--- src/mfdr_pkg.sv ---
// Shared types and constants for the mixed fraction divide and reduce unit.
// No dependencies; every other file of the block imports this package.
`timescale 1ns / 1ps

package mfdr_pkg;

  // Internal arithmetic runs modulo 2^64; results keep the low 48 bits.
  localparam int unsigned WORD_W  = 64;
  localparam int unsigned OUT_W   = 48;
  localparam int unsigned SHIFT_W = $clog2(WORD_W) + 1;

  typedef logic [WORD_W-1:0] word_t;

  // Magnitude of a two's complement word, as an unsigned word.
  function automatic word_t mag_of(input word_t v);
    return v[WORD_W-1] ? (word_t'(0) - v) : v;
  endfunction

endpackage

--- src/mfdr_mul.sv ---
// Sequential shift-add multiplier: product = addend + mcand * mplier (mod 2^64).
// The multiplier is a signed IN_BITS value, one bit per cycle. Uses mfdr_pkg.
`timescale 1ns / 1ps

module mfdr_mul import mfdr_pkg::*; #(
  parameter int unsigned IN_BITS = 16
) (
  input  logic               clk_i,
  input  logic               rst_ni,
  input  logic               start_i,
  input  word_t              mcand_i,
  input  logic [IN_BITS-1:0] mplier_i,
  input  word_t              addend_i,
  output logic               done_o,
  output word_t              prod_o
);

  localparam int unsigned CNT_W = $clog2(IN_BITS);

  typedef enum logic {S_IDLE, S_RUN} state_e;

  state_e             state_q, state_d;
  logic [CNT_W-1:0]   cnt_q, cnt_d;
  word_t              mc_q, mc_d;
  logic [IN_BITS-1:0] mp_q, mp_d;
  word_t              acc_q, acc_d;
  logic               done_q, done_d;
  word_t              term;
  logic               last;

  // One partial product per cycle; the top bit of the multiplier has negative weight.
  assign term = mp_q[0] ? mc_q : '0;
  assign last = (cnt_q == CNT_W'(IN_BITS - 1));

  always_comb begin
    state_d = state_q;
    cnt_d   = cnt_q;
    mc_d    = mc_q;
    mp_d    = mp_q;
    acc_d   = acc_q;
    done_d  = 1'b0;
    case (state_q)
      S_IDLE: begin
        if (start_i) begin
          mc_d    = mcand_i;
          mp_d    = mplier_i;
          acc_d   = addend_i;
          cnt_d   = '0;
          state_d = S_RUN;
        end
      end
      S_RUN: begin
        acc_d = last ? (acc_q - term) : (acc_q + term);
        mc_d  = mc_q << 1;
        mp_d  = mp_q >> 1;
        cnt_d = cnt_q + CNT_W'(1);
        if (last) begin
          done_d  = 1'b1;
          state_d = S_IDLE;
        end
      end
      default: state_d = S_IDLE;
    endcase
  end

  // State, control and datapath registers.
  always_ff @(posedge clk_i or negedge rst_ni) begin
    if (!rst_ni) begin
      state_q <= S_IDLE;
      cnt_q   <= '0;
      done_q  <= 1'b0;
    end else begin
      state_q <= state_d;
      cnt_q   <= cnt_d;
      done_q  <= done_d;
    end
  end

  always_ff @(posedge clk_i) begin
    mc_q  <= mc_d;
    mp_q  <= mp_d;
    acc_q <= acc_d;
  end

  assign done_o = done_q;
  assign prod_o = acc_q;

endmodule

--- src/mfdr_gcd.sv ---
// Binary gcd of two unsigned 64-bit values, one shift or subtract step per cycle.
// A zero operand yields the other one; both zero yields zero. Uses mfdr_pkg.
`timescale 1ns / 1ps

module mfdr_gcd import mfdr_pkg::*; (
  input  logic  clk_i,
  input  logic  rst_ni,
  input  logic  start_i,
  input  word_t u_i,
  input  word_t v_i,
  output logic  done_o,
  output word_t gcd_o
);

  typedef enum logic {S_IDLE, S_RUN} state_e;

  state_e             state_q, state_d;
  word_t              u_q, u_d;
  word_t              v_q, v_d;
  logic [SHIFT_W-1:0] k_q, k_d;
  word_t              res_q, res_d;
  logic               done_q, done_d;
  logic [WORD_W:0]    u_minus_v;
  word_t              v_minus_u;

  assign u_minus_v = {1'b0, u_q} - {1'b0, v_q};
  assign v_minus_u = v_q - u_q;

  always_comb begin
    state_d = state_q;
    u_d     = u_q;
    v_d     = v_q;
    k_d     = k_q;
    res_d   = res_q;
    done_d  = 1'b0;
    case (state_q)
      S_IDLE: begin
        if (start_i) begin
          u_d     = u_i;
          v_d     = v_i;
          k_d     = '0;
          state_d = S_RUN;
        end
      end
      S_RUN: begin
        if (u_q == '0) begin
          // Finished: restore the common power of two.
          res_d   = v_q << k_q;
          done_d  = 1'b1;
          state_d = S_IDLE;
        end else if (v_q == '0) begin
          res_d   = u_q << k_q;
          done_d  = 1'b1;
          state_d = S_IDLE;
        end else if (!u_q[0] && !v_q[0]) begin
          u_d = u_q >> 1;
          v_d = v_q >> 1;
          k_d = k_q + SHIFT_W'(1);
        end else if (!u_q[0]) begin
          u_d = u_q >> 1;
        end else if (!v_q[0]) begin
          v_d = v_q >> 1;
        end else if (!u_minus_v[WORD_W]) begin
          // Both odd: the difference is even, so halve it at once.
          u_d = u_minus_v[WORD_W-1:0] >> 1;
        end else begin
          v_d = v_minus_u >> 1;
        end
      end
      default: state_d = S_IDLE;
    endcase
  end

  always_ff @(posedge clk_i or negedge rst_ni) begin
    if (!rst_ni) begin
      state_q <= S_IDLE;
      done_q  <= 1'b0;
    end else begin
      state_q <= state_d;
      done_q  <= done_d;
    end
  end

  always_ff @(posedge clk_i) begin
    u_q   <= u_d;
    v_q   <= v_d;
    k_q   <= k_d;
    res_q <= res_d;
  end

  assign done_o = done_q;
  assign gcd_o  = res_q;

endmodule

--- src/mfdr_div.sv ---
// Restoring divider for unsigned 64-bit values, one quotient bit per cycle.
// The divisor is never zero when started. Uses mfdr_pkg.
`timescale 1ns / 1ps

module mfdr_div import mfdr_pkg::*; (
  input  logic  clk_i,
  input  logic  rst_ni,
  input  logic  start_i,
  input  word_t dividend_i,
  input  word_t divisor_i,
  output logic  done_o,
  output word_t quot_o
);

  localparam int unsigned CNT_W = $clog2(WORD_W);

  typedef enum logic {S_IDLE, S_RUN} state_e;

  state_e           state_q, state_d;
  logic [CNT_W-1:0] cnt_q, cnt_d;
  word_t            rem_q, rem_d;
  word_t            quo_q, quo_d;
  word_t            dsr_q, dsr_d;
  logic             done_q, done_d;
  logic [WORD_W:0]  trial;
  logic             ge;

  // Shift the next dividend bit into the remainder and try a subtraction.
  assign trial = {rem_q, quo_q[WORD_W-1]};
  assign ge    = (trial >= {1'b0, dsr_q});

  always_comb begin
    state_d = state_q;
    cnt_d   = cnt_q;
    rem_d   = rem_q;
    quo_d   = quo_q;
    dsr_d   = dsr_q;
    done_d  = 1'b0;
    case (state_q)
      S_IDLE: begin
        if (start_i) begin
          rem_d   = '0;
          quo_d   = dividend_i;
          dsr_d   = divisor_i;
          cnt_d   = '0;
          state_d = S_RUN;
        end
      end
      S_RUN: begin
        rem_d = ge ? WORD_W'(trial - {1'b0, dsr_q}) : trial[WORD_W-1:0];
        quo_d = {quo_q[WORD_W-2:0], ge};
        cnt_d = cnt_q + CNT_W'(1);
        if (cnt_q == CNT_W'(WORD_W - 1)) begin
          done_d  = 1'b1;
          state_d = S_IDLE;
        end
      end
      default: state_d = S_IDLE;
    endcase
  end

  always_ff @(posedge clk_i or negedge rst_ni) begin
    if (!rst_ni) begin
      state_q <= S_IDLE;
      cnt_q   <= '0;
      done_q  <= 1'b0;
    end else begin
      state_q <= state_d;
      cnt_q   <= cnt_d;
      done_q  <= done_d;
    end
  end

  always_ff @(posedge clk_i) begin
    rem_q <= rem_d;
    quo_q <= quo_d;
    dsr_q <= dsr_d;
  end

  assign done_o = done_q;
  assign quot_o = quo_q;

endmodule

--- src/mixed_fraction_divide_reduce_unit.sv ---
// Top level: divides two signed mixed numbers and reduces the quotient by its gcd.
// Sequences mfdr_mul, mfdr_gcd and mfdr_div; uses mfdr_pkg.
//
//   Channel   Handshake            Payload
//   --------  -------------------  ---------------------------------------------
//   request   start_i, busy_o      a_whole_i a_num_i a_den_i b_whole_i b_num_i b_den_i
//   result    done_o (one cycle)   quot_num_o quot_den_o zero_divisor_o
//
// A request is taken when start_i is high and busy_o is low; busy_o stays high
// until the result strobe. A request runs four multiplies, one multiplier bit
// per cycle, then the binary gcd, then two divisions, one quotient bit per cycle.
// When both quotient parts are zero the divisions are skipped.
// Reset clears all control state; the receiver cannot stall, and the results
// are held only until the next request overwrites them.
`timescale 1ns / 1ps

module mixed_fraction_divide_reduce_unit import mfdr_pkg::*; #(
  parameter int unsigned IN_BITS = 16
) (
  input  logic                     clk_i,
  input  logic                     rst_ni,
  input  logic                     start_i,
  output logic                     busy_o,
  input  logic signed [IN_BITS-1:0] a_whole_i,
  input  logic signed [IN_BITS-1:0] a_num_i,
  input  logic signed [IN_BITS-1:0] a_den_i,
  input  logic signed [IN_BITS-1:0] b_whole_i,
  input  logic signed [IN_BITS-1:0] b_num_i,
  input  logic signed [IN_BITS-1:0] b_den_i,
  output logic                     done_o,
  output logic signed [OUT_W-1:0]  quot_num_o,
  output logic signed [OUT_W-1:0]  quot_den_o,
  output logic                     zero_divisor_o
);

  typedef enum logic [2:0] {
    S_IDLE, S_MUL_A, S_MUL_B, S_MUL_N, S_MUL_D, S_GCD, S_DIV_N, S_DIV_D
  } state_e;

  state_e             state_q, state_d;
  logic [IN_BITS-1:0] aw_q, an_q, ad_q, bw_q, bn_q, bd_q;
  word_t              a_impr_q, a_impr_d;
  word_t              b_impr_q, b_impr_d;
  word_t              num_q, num_d;
  word_t              den_q, den_d;
  word_t              g_q, g_d;
  logic [OUT_W-1:0]   rn_q, rn_d;
  logic [OUT_W-1:0]   rd_q, rd_d;
  logic               zd_q, zd_d;
  logic               done_q, done_d;
  logic               mul_start_q, mul_start_d;
  logic               gcd_start_q, gcd_start_d;
  logic               div_start_q, div_start_d;
  logic               accept;

  word_t              mul_mcand, mul_addend, mul_prod;
  logic [IN_BITS-1:0] mul_mplier;
  logic               mul_done;
  word_t              gcd_val;
  logic               gcd_done;
  word_t              div_dividend, div_quot, quot_signed;
  logic               div_done;

  // Sign extension of a stored input field to the internal word.
  function automatic word_t sext(input logic [IN_BITS-1:0] x);
    return {{(WORD_W - IN_BITS){x[IN_BITS-1]}}, x};
  endfunction

  assign accept = start_i && (state_q == S_IDLE);

  // Request capture.
  always_ff @(posedge clk_i) begin
    if (accept) begin
      aw_q <= a_whole_i;
      an_q <= a_num_i;
      ad_q <= a_den_i;
      bw_q <= b_whole_i;
      bn_q <= b_num_i;
      bd_q <= b_den_i;
    end
  end

  // Operand selection for the shared multiplier.
  always_comb begin
    mul_mcand  = sext(aw_q);
    mul_mplier = ad_q;
    mul_addend = sext(an_q);
    case (state_q)
      S_MUL_B: begin
        mul_mcand  = sext(bw_q);
        mul_mplier = bd_q;
        mul_addend = sext(bn_q);
      end
      S_MUL_N: begin
        mul_mcand  = a_impr_q;
        mul_mplier = bd_q;
        mul_addend = '0;
      end
      S_MUL_D: begin
        mul_mcand  = b_impr_q;
        mul_mplier = ad_q;
        mul_addend = '0;
      end
      default: ;
    endcase
  end

  // The divider takes the numerator magnitude first, then the denominator.
  assign div_dividend = (state_q == S_DIV_D) ? mag_of(den_q) : mag_of(num_q);
  assign quot_signed  = ((state_q == S_DIV_D) ? den_q[WORD_W-1] : num_q[WORD_W-1])
                        ? (word_t'(0) - div_quot) : div_quot;

  // Sequencer.
  always_comb begin
    state_d     = state_q;
    a_impr_d    = a_impr_q;
    b_impr_d    = b_impr_q;
    num_d       = num_q;
    den_d       = den_q;
    g_d         = g_q;
    rn_d        = rn_q;
    rd_d        = rd_q;
    zd_d        = zd_q;
    done_d      = 1'b0;
    mul_start_d = 1'b0;
    gcd_start_d = 1'b0;
    div_start_d = 1'b0;
    case (state_q)
      S_IDLE: begin
        if (start_i) begin
          state_d     = S_MUL_A;
          mul_start_d = 1'b1;
        end
      end
      S_MUL_A: begin
        if (mul_done) begin
          a_impr_d    = mul_prod;
          state_d     = S_MUL_B;
          mul_start_d = 1'b1;
        end
      end
      S_MUL_B: begin
        if (mul_done) begin
          b_impr_d    = mul_prod;
          state_d     = S_MUL_N;
          mul_start_d = 1'b1;
        end
      end
      S_MUL_N: begin
        if (mul_done) begin
          num_d       = mul_prod;
          state_d     = S_MUL_D;
          mul_start_d = 1'b1;
        end
      end
      S_MUL_D: begin
        if (mul_done) begin
          den_d       = mul_prod;
          state_d     = S_GCD;
          gcd_start_d = 1'b1;
        end
      end
      S_GCD: begin
        if (gcd_done) begin
          g_d = gcd_val;
          if (gcd_val == '0) begin
            // Both parts zero: numerator and denominator are zero and zero_divisor is set.
            rn_d    = '0;
            rd_d    = '0;
            zd_d    = 1'b1;
            done_d  = 1'b1;
            state_d = S_IDLE;
          end else begin
            state_d     = S_DIV_N;
            div_start_d = 1'b1;
          end
        end
      end
      S_DIV_N: begin
        if (div_done) begin
          rn_d        = quot_signed[OUT_W-1:0];
          state_d     = S_DIV_D;
          div_start_d = 1'b1;
        end
      end
      S_DIV_D: begin
        if (div_done) begin
          rd_d    = quot_signed[OUT_W-1:0];
          zd_d    = (den_q == '0);
          done_d  = 1'b1;
          state_d = S_IDLE;
        end
      end
      default: state_d = S_IDLE;
    endcase
  end

  always_ff @(posedge clk_i or negedge rst_ni) begin
    if (!rst_ni) begin
      state_q     <= S_IDLE;
      done_q      <= 1'b0;
      mul_start_q <= 1'b0;
      gcd_start_q <= 1'b0;
      div_start_q <= 1'b0;
    end else begin
      state_q     <= state_d;
      done_q      <= done_d;
      mul_start_q <= mul_start_d;
      gcd_start_q <= gcd_start_d;
      div_start_q <= div_start_d;
    end
  end

  always_ff @(posedge clk_i) begin
    a_impr_q <= a_impr_d;
    b_impr_q <= b_impr_d;
    num_q    <= num_d;
    den_q    <= den_d;
    g_q      <= g_d;
    rn_q     <= rn_d;
    rd_q     <= rd_d;
    zd_q     <= zd_d;
  end

  mfdr_mul #(
    .IN_BITS (IN_BITS)
  ) u_mul (
    .clk_i    (clk_i),
    .rst_ni   (rst_ni),
    .start_i  (mul_start_q),
    .mcand_i  (mul_mcand),
    .mplier_i (mul_mplier),
    .addend_i (mul_addend),
    .done_o   (mul_done),
    .prod_o   (mul_prod)
  );

  mfdr_gcd u_gcd (
    .clk_i   (clk_i),
    .rst_ni  (rst_ni),
    .start_i (gcd_start_q),
    .u_i     (mag_of(num_q)),
    .v_i     (mag_of(den_q)),
    .done_o  (gcd_done),
    .gcd_o   (gcd_val)
  );

  mfdr_div u_div (
    .clk_i      (clk_i),
    .rst_ni     (rst_ni),
    .start_i    (div_start_q),
    .dividend_i (div_dividend),
    .divisor_i  (g_q),
    .done_o     (div_done),
    .quot_o     (div_quot)
  );

  assign busy_o         = (state_q != S_IDLE);
  assign done_o         = done_q;
  assign quot_num_o     = rn_q;
  assign quot_den_o     = rd_q;
  assign zero_divisor_o = zd_q;

endmodule
--- config.mk ---
export PLATFORM = sky130hd
export DESIGN_NAME = mixed_fraction_divide_reduce_unit
export DESIGN_NICKNAME = d
export VERILOG_FILES = /design/src/mfdr_pkg.sv /design/src/mfdr_mul.sv /design/src/mfdr_gcd.sv /design/src/mfdr_div.sv /design/src/mixed_fraction_divide_reduce_unit.sv
export SDC_FILE = /design/constraint.sdc
export NUM_CORES = 2
export LEC_CHECK = 0
export ABC_AREA = 1
export BUFFER_PORTS_ARGS = -buffer_cell sky130_fd_sc_hd__buf_2
export CAP_MARGIN = 15
export CORE_MARGIN = 2
export CORE_UTILIZATION = 36
export CTS_BUF_LIST = sky130_fd_sc_hd__clkbuf_4
export DETAILED_ROUTE_END_ITERATION = 8
export PLACE_DENSITY = 0.62
export SLEW_MARGIN = 20
export SYNTH_ARGS = -nofsm -noshare
export SYNTH_HDL_FRONTEND = slang
export SYNTH_SLANG_ARGS = --single-unit
--- constraint.sdc ---
create_clock -name clk_i -period 7.8 [get_ports clk_i]
set_clock_uncertainty 0.15 [all_clocks]
set_input_delay 1.56 -clock clk_i [delete_from_list [all_inputs] [get_ports clk_i]]
set_output_delay 1.56 -clock clk_i [all_outputs]
set_load 0.05 [all_outputs]
== After elaboration in Yosys (flattened, before gate mapping) ==
Cells that the tools add are included.

* Bits in registers: 1071
* Word-level logic and storage cells: 210
* Bits of input ports: 99
* Output and inout bits: 99

* Add/subtract/negate cells: 11
* Order comparisons: 1
* Equality and inequality tests: 28
* Reduce and logical (&&, ||, !) cells: 31
* Shift operators: 2
* Multiplexer cells: 95
* Bitwise logic cells: 3

{| class="wikitable"
|+ Operators with widths
! operator !! number
|-
| 64-bit 2-to-1 mux || 26
|-
| 64-bit one-hot mux with 2 select lines || 7
|-
| 64-bit zero test || 4
|-
| 48-bit 2-to-1 mux || 4
|-
| 48-bit one-hot mux with 2 select lines || 2
|-
| 64-bit one-hot mux with 3 select lines || 1
|-
| 64-bit subtractor || 3
|-
| 64-bit by 7-bit << shifter with 64-bit output || 2
|-
| 1-bit by 64-bit subtractor with 64-bit output (first input constant) || 2
|-
| 65-bit by 64-bit greater-or-equal comparator with 1-bit output || 1
|-
| 64-bit by 64-bit subtractor with 65-bit output || 1
|-
| 64-bit adder || 1
|-
| 1-bit by 48-bit subtractor with 48-bit output (first input constant) || 1
|-
| 16-bit 2-to-1 mux || 2
|-
| 16-bit one-hot mux with 2 select lines || 1
|-
| 7-bit 2-to-1 mux || 4
|-
| 3-bit 2-to-1 mux || 9
|-
| 1-bit 2-to-1 mux || 26
|-
| 3-bit one-hot mux with 8 select lines || 1
|-
| 2-bit != test (second input constant) || 8
|-
| 4-bit AND reduction || 4
|-
| 2-bit by 1-bit != test with 1-bit output (second input constant) || 7
|-
| 1-bit one-hot mux with 2 select lines || 7
|-
| 7-bit one-hot mux with 2 select lines || 1
|-
| 26 further kinds || 46
|}

== Depth between registers and ports, before layout ==
* Depth in word-level cells: 8
* Gate-level depth with buffers: 31
* Gate-level depth less buffers: 29

== Hierarchy ==
A second synthesis with hierarchy kept.

* Cell total of the unflattened synthesis: 10455
* Area total of the unflattened synthesis: 76427.0 sq um

{| class="wikitable"
|+ By module, submodules not included
! module !! area each (sq um) !! times used !! seq. area each (sq um) !! cells an instance
|-
| mixed_fraction_divide_reduce_unit || 24522.3 || 1 || 15579.9 || 2504
|-
| mfdr_gcd || 22486.6 || 1 || 6025.8 || 3442
|-
| mfdr_div || 14729.1 || 1 || 5965.7 || 2166
|-
| mfdr_mul || 14689.1 || 1 || 4474.3 || 2343
|}

== Worst setup path before layout ==
Ideal clock, no wire load.

* Kind: register to register
* Start: reg u_gcd.res_q[57], in the netlist u_gcd.gcd_o[57]
* End: reg rd_q[0], in the netlist quot_den_o[0] (enable)
* Buffers on the path: 0
* Data required time: 7.073 ns
* Library setup time: 0.577 ns
* Stages on the path, launching flop included: 8
* Clock period less this slack: 6.414 ns
* Data arrival time: 5.687 ns
* Setup slack: 1.386 ns
* Cells stage by stage: edfxtp_1 -> nor4_1 -> nand4_1 -> nor2_1 -> nand2_1 -> nand2_1 -> inv_1 -> nor4_1

* Cells in the longest elaborated chain, start to end: 3

{| class="wikitable"
|+ Ends and longest elaborated chain
! element !! RTL line !! text
|-
| from (decl) || mfdr_gcd.sv:21 || <nowiki>word_t res_q, res_d;</nowiki>
|-
| from (signal assigned) || mfdr_gcd.sv:88 || <nowiki>res_q <= res_d;</nowiki>
|-
| 64-bit zero test || mixed_fraction_divide_reduce_unit.sv:166 || <nowiki>if (gcd_val == '0) begin</nowiki>
|-
| 2-bit != test (no source line) || -- ||
|-
| 4-bit AND reduction (no source line) || -- ||
|-
| to (signal assigned) || mixed_fraction_divide_reduce_unit.sv:221 || <nowiki>rd_q <= rd_d;</nowiki>
|-
| to (decl) || mixed_fraction_divide_reduce_unit.sv:48 || <nowiki>logic [OUT_W-1:0] rd_q, rd_d;</nowiki>
|}

No other way between the ends.
A chain may end at the register's enable or synchronous reset.

== Worst setup path after layout ==
* Start: reg u_mul.mp_q[0]
* End: reg u_mul.acc_q[38], in the netlist u_mul.prod_o[38] (data pin)

* Cells in the longest elaborated chain, start to end: 4
* Elaborated cells on any way between the ends: 5
* Those cells by class: add/sub: 2; mux: 3

{| class="wikitable"
|+ Ends and longest elaborated chain
! element !! RTL line !! text
|-
| from (decl) || mfdr_mul.sv:25 || <nowiki>logic [IN_BITS-1:0] mp_q, mp_d;</nowiki>
|-
| from (signal assigned) || mfdr_mul.sv:81 || <nowiki>mp_q <= mp_d;</nowiki>
|-
| 64-bit 2-to-1 mux * || mfdr_mul.sv:32 || <nowiki>assign term = mp_q[0] ? mc_q : '0;</nowiki>
|-
| 64-bit adder or 64-bit subtractor (tied branches) || mfdr_mul.sv:53 || <nowiki>acc_d = last ? (acc_q - term) : (acc_q + term);</nowiki>
|-
| 64-bit 2-to-1 mux * || mfdr_mul.sv:53 ||
|-
| 64-bit one-hot mux with 2 select lines * || mfdr_mul.sv:42 || <nowiki>case (state_q)</nowiki>
|-
| named net u_mul.acc_d[38] || mfdr_mul.sv:26 || <nowiki>word_t acc_q, acc_d;</nowiki>
|-
| to (signal assigned) || mfdr_mul.sv:82 || <nowiki>acc_q <= acc_d;</nowiki>
|-
| to (decl) || mfdr_mul.sv:26 ||
|}

The timed path passes the listed nets; every way through them passes the cells marked *.

==> load_flow_metrics.sql <==
INSERT INTO impl_metrics (metric_group, metric, value, unit) VALUES
('power', 'power.sequential.fraction', '53.1', '%'),
('die', 'floorplan.core_area', '0.1972', 'mm^2'),
('worst_hold_path', 'worst_hold_path_type', 'in2reg', ''),
('clock_network', 'cts_tree', 'built', ''),
('clock_network', 'post_cts_buffers', '0', ''),
('setup_path', 'worstSetupStartpointType', 'flop', ''),
('power', 'internal_power', '9.042', 'mW'),
('synth', 'mappedNetlistArea', '0.07145', 'mm^2'),
('drt', 'dr_total_vias', '67240', ''),
('power', 'share_comb_of_total_power', '0.3', '%'),
('power', 'power.net_switching', '2.681', 'mW'),
('clock_network', 'clk_sinks', '1071', ''),
('die', 'die_area', '0.2021', 'mm^2'),
('setup_path', 'max_fo_critical_path', '18', ''),
('clock_network', 'clkLatencyLatePin', '1440', 'ps'),
('outcome', 'result_of_the_run', 'complete, no violations', ''),
('timing', 'maxSlewViolCount', '0', ''),
('placement', 'io_buffers', '197', ''),
('synth', 'postSynthNetCount', '9307', ''),
('layout', 'layout-drive-gt1-share', '10.97', '%'),
('die', 'fp.dieW', '449.5', 'um'),
('drt', 'drcViolationCount', '0', ''),
('timing', 'finalWorstPathRequiredPeriod', '5492', 'ps'),
('clock_network', 'cts-hold-fix-buffers', '6', ''),
('clock_network', 'total_cts_buffers', '321', ''),
('synth', 'synth-seq-area-share', '44.85', '%'),
('layout', 'area_growth_syn_to_layout', '10.76', '%'),
('synth', 'fraction_of_registers_with_async_set_reset', '2.148', '%'),
('setup_path', 'crit_path_top_delay_cell', 'o21ai_0', ''),
('synth', 'syn_area_per_cell', '7.988', 'um^2'),
('placement', 'placedCellCount', '11550', ''),
('clock_network', 'maximum_level_of_the_cts_h_tree', '5', ''),
('drt', 'totalWireLength', '309000', 'um'),
('power', 'leakagePower', '31.04', 'nW'),
('setup_path', 'worst_path_most_repeated_cell', 'nand2_1', ''),
('synth', 'synth_seq_cells', '1071', ''),
('synth', 'netlist_instances', '8945', ''),
('timing', 'timing.final.crit_share', '70.41', '%'),
('global_route', 'antenna_found_initial', '11', ''),
('drt', 'route.detailed.vias_per_inst', '5.560', ''),
('global_route', 'grt_remaining_overflow', '0', ''),
('timing', 'setup-violations-final', '0', ''),
('die', 'initial_utilization', '36.23', '%'),
('drt', 'drt_first_pass_iters', '6', ''),
('timing', 'hold_violations', '0', ''),
('die', 'number_of_placement_rows', '163', ''),
('setup_path', 'critical-path-max-stage-delay', '780', 'ps'),
('synth', 'ys_types', '65', ''),
('layout', 'finalNetCount', '9597', ''),
('placement', 'dp_hpwl', '244400', 'um'),
('setup_path', 'criticalPathCategory', 'reg2reg', ''),
('global_route', 'grt_pass1_wl', '444700', 'um'),
('synth', 'synth_warnings', '0', ''),
('power', 'powerDensity', '148.1', 'mW/mm^2'),
('timing', 'fmax', '182.1', 'MHz'),
('clock_network', 'cts_resized', '0', ''),
('drt', 'initialDrtViolationCount', '6707', ''),
('layout', 'final-instance-count-excl-fill', '12090', ''),
('timing', 'worst_pin_slew', '1361', 'ps'),
('global_route', 'grtUsageTotal', '29.81', '%'),
('global_route', 'first_global_vias', '66550', ''),
('die', 'die_h', '449.5', 'um'),
('synth', 'yosys_most_used_dff', 'edfxtp_1', ''),
('drt', 'drtAntennaViolNets', '0', ''),
('placement', 'gpl.final_weighted_congestion', '1.069', ''),
('timing', 'timing.slew.headroom', '8.626', '%'),
('timing', 'setup-tns-final', '0', 'ps'),
('clock_network', 'cts.reportedPaths.clkPinSlew', '70', 'ps'),
('setup_path', 'critical_path.cell_chain', 'nand2_1 -> ha_1 -> nand3_1 -> a21oi_2 -> nand3_1 -> o31ai_1 -> xor2_1 -> inv_1 -> ha_1 -> nand2_1 -> nor2_1 -> nand2_1 -> o21ai_0 -> a21boi_0 -> o21ai_0 -> a21oi_1 -> inv_1 -> nand2_1 -> nand3_1 -> nand2_1', ''),
('power', 'power.share.switching', '22.87', '%'),
('clock_network', 'maximum_clock_insertion_buffer_count', '4', ''),
('synth', 'synth_edf_count', '1048', ''),
('setup_path', 'crit_path_end_kind', 'flop', ''),
('timing', 'rsz0062_at_grt', 'no', ''),
('clock_network', 'clock-root-buffer', 'clkbuf_4', ''),
('die', 'io_pins', '198', ''),
('power', 'vdd_ir_drop_max', '126.9', 'uV'),
('power', 'share_clk_of_total_power', '46.6', '%'),
('setup_path', 'worstPathArrival', '6460', 'ps'),
('drt', 'drt-wirelength-per-cell', '25.56', 'um'),
('flow_run', 'max_cap_viol_count', '0', ''),
('global_route', 'grt_max_degree', '98', ''),
('setup_path', 'data_required_time_at_the_worst_endpoint', '8770', 'ps');
-- logic make-up after synthesis --
logic type | share of synthesized area (%)
adder cells (fa/ha/maj) | 4.647
multiplexers | 0.09806
AND/OR/NAND/NOR | 25.68
flip-flops | 44.85
XOR/XNOR | 4.437
buffers and inverters | 7.433
AO/OA/AOI/OAI | 12.85
-- critical path, delay by kind of cell, from the launching register on --
family / cells / cell delay [ps]
xor+xnor: 1 / 180
flops: 1 / 630
simple gates: 9 / 1120
buf+inv: 2 / 150
compound gates: 6 / 2390
fa+ha+maj: 2 / 550
-- registers in the layout (all words and copies together) (netlist names), 7 cells and up --
| signal | count |
|---|---|
| bn_q | 16 |
| bw_q | 16 |
| u_mul.mp_q | 16 |
| a_impr_q | 64 |
| u_mul.prod_o | 64 |
| g_q | 64 |
| u_div.dsr_q | 64 |
| aw_q | 16 |
| u_mul.mc_q | 64 |
| u_gcd.u_q | 64 |
| b_impr_q | 64 |
| ad_q | 16 |
| u_gcd.gcd_o | 64 |
| quot_num_o | 48 |
| num_q | 64 |
| u_div.rem_q | 64 |
| quot_den_o | 48 |
| bd_q | 16 |
| u_gcd.v_q | 64 |
| den_q | 64 |
| u_div.quot_o | 64 |
| u_gcd.k_q | 7 |
| an_q | 16 |
-- Yosys cell counts (all sizes together) (55+ instances only) --
| cell | number | area [um^2] |
|---|---|---|
| nand2 | 1574 | 6008 |
| nor2 | 1384 | 5355 |
| edfxtp | 1048 | 31470 |
| inv | 1021 | 3835 |
| nand3 | 955 | 4925 |
| a21oi | 718 | 3676 |
| o21ai | 565 | 2858 |
| xor2 | 292 | 2557 |
| ha | 259 | 3241 |
| clkbuf | 212 | 815.8 |
| buf | 120 | 645.6 |
| nand4 | 104 | 650.6 |
| nor3 | 101 | 540.5 |
| xnor2 | 70 | 613.1 |
| nor4 | 59 | 375.4 |
| a31oi | 55 | 344.1 |
-- final cells by class --
cell class / count / area [um^2]
multi-input cells: 6517 / 34270
flip-flops and latches: 1071 / 32050
diodes: 9 / 22.52
well taps: 2640 / 3303
repair buffers: 299 / 1779
inverters: 1025 / 3872
clock buffers: 455 / 3416
clock inverters: 77 / 429.2
fillers: 20490 / 118100
-- stage by stage --
step | worst slack (ps) | util (%) | power (mW) | instance area (um^2) | hold WS (ps)
floorplan | 1386 | - | 6.349 | 71450 | 250.3
global placement | 2246 | 38.14 | 6.378 | 75210 | 251.1
detailed placement | 2289 | 38.14 | 6.379 | 75210 | 254.5
CTS | 2229 | 40.12 | 11.84 | 79120 | 1.546
global route | 1785 | 40.13 | 12.13 | 79140 | 34.13
finish | 2308 | 40.13 | 11.72 | 79140 | 120.9
-- metal layers --
layer / track usage (%) / vias to the layer above / routed length (um)
met5: 0 / - / 78
met4: 19.10 / 8 / 22350
met3: 7.191 / 833 / 25850
met2: 48.19 / 2990 / 141700
met1: 35.45 / 32200 / 119000
li1: - / 31210 / -
-- cells in the final DEF, fill, tap and decap left out, drive strengths merged, types with 36 or more instances in the layout --
master	count
nor3	101
inv	1022
a21o	39
xor2	292
nor2	1384
buf	293
o211ai	36
xnor2	70
nand3	955
nand4	104
clkbuf	455
edfxtp	1048
a31oi	55
a21oi	718
ha	259
o21ai	565
clkinv	75
nand2	1574
or2	43
a221oi	52
nor4	59
-- power groups by stage --
stage                     combinational [mW]  sequential [mW]  clock [mW]
after CTS                             0.0331             6.22        5.59
after global placement                0.0299             6.35           0
final                                 0.0326             6.22        5.47
after global routing                  0.0359             6.22        5.87
after detailed placement              0.0308             6.35           0
after floorplan                    0.0000182             6.35           0
-- path summary, 6_finish.rpt --
| check | from | endpoint | slack (ps) | depth (start not counted) |
|---|---|---|---|---|
| hold reg to reg | g_q[28] | u_div.dsr_q[28] | 200 | 0 |
| setup / recovery | u_mul.mp_q[0] | u_mul.prod_o[38] | 2310 | 20 |
| max in group asynchronous | rst_ni | u_div.state_q | 6250 | 3 |
| min in group asynchronous | rst_ni | u_gcd.done_o | 640 | 3 |
| setup reg to reg | u_mul.mp_q[0] | u_mul.prod_o[38] | 2310 | 20 |
| hold / removal | a_num_i[9] | an_q[9] | 120 | 1 |
Note: power is estimated with default switching activity, not from simulation.
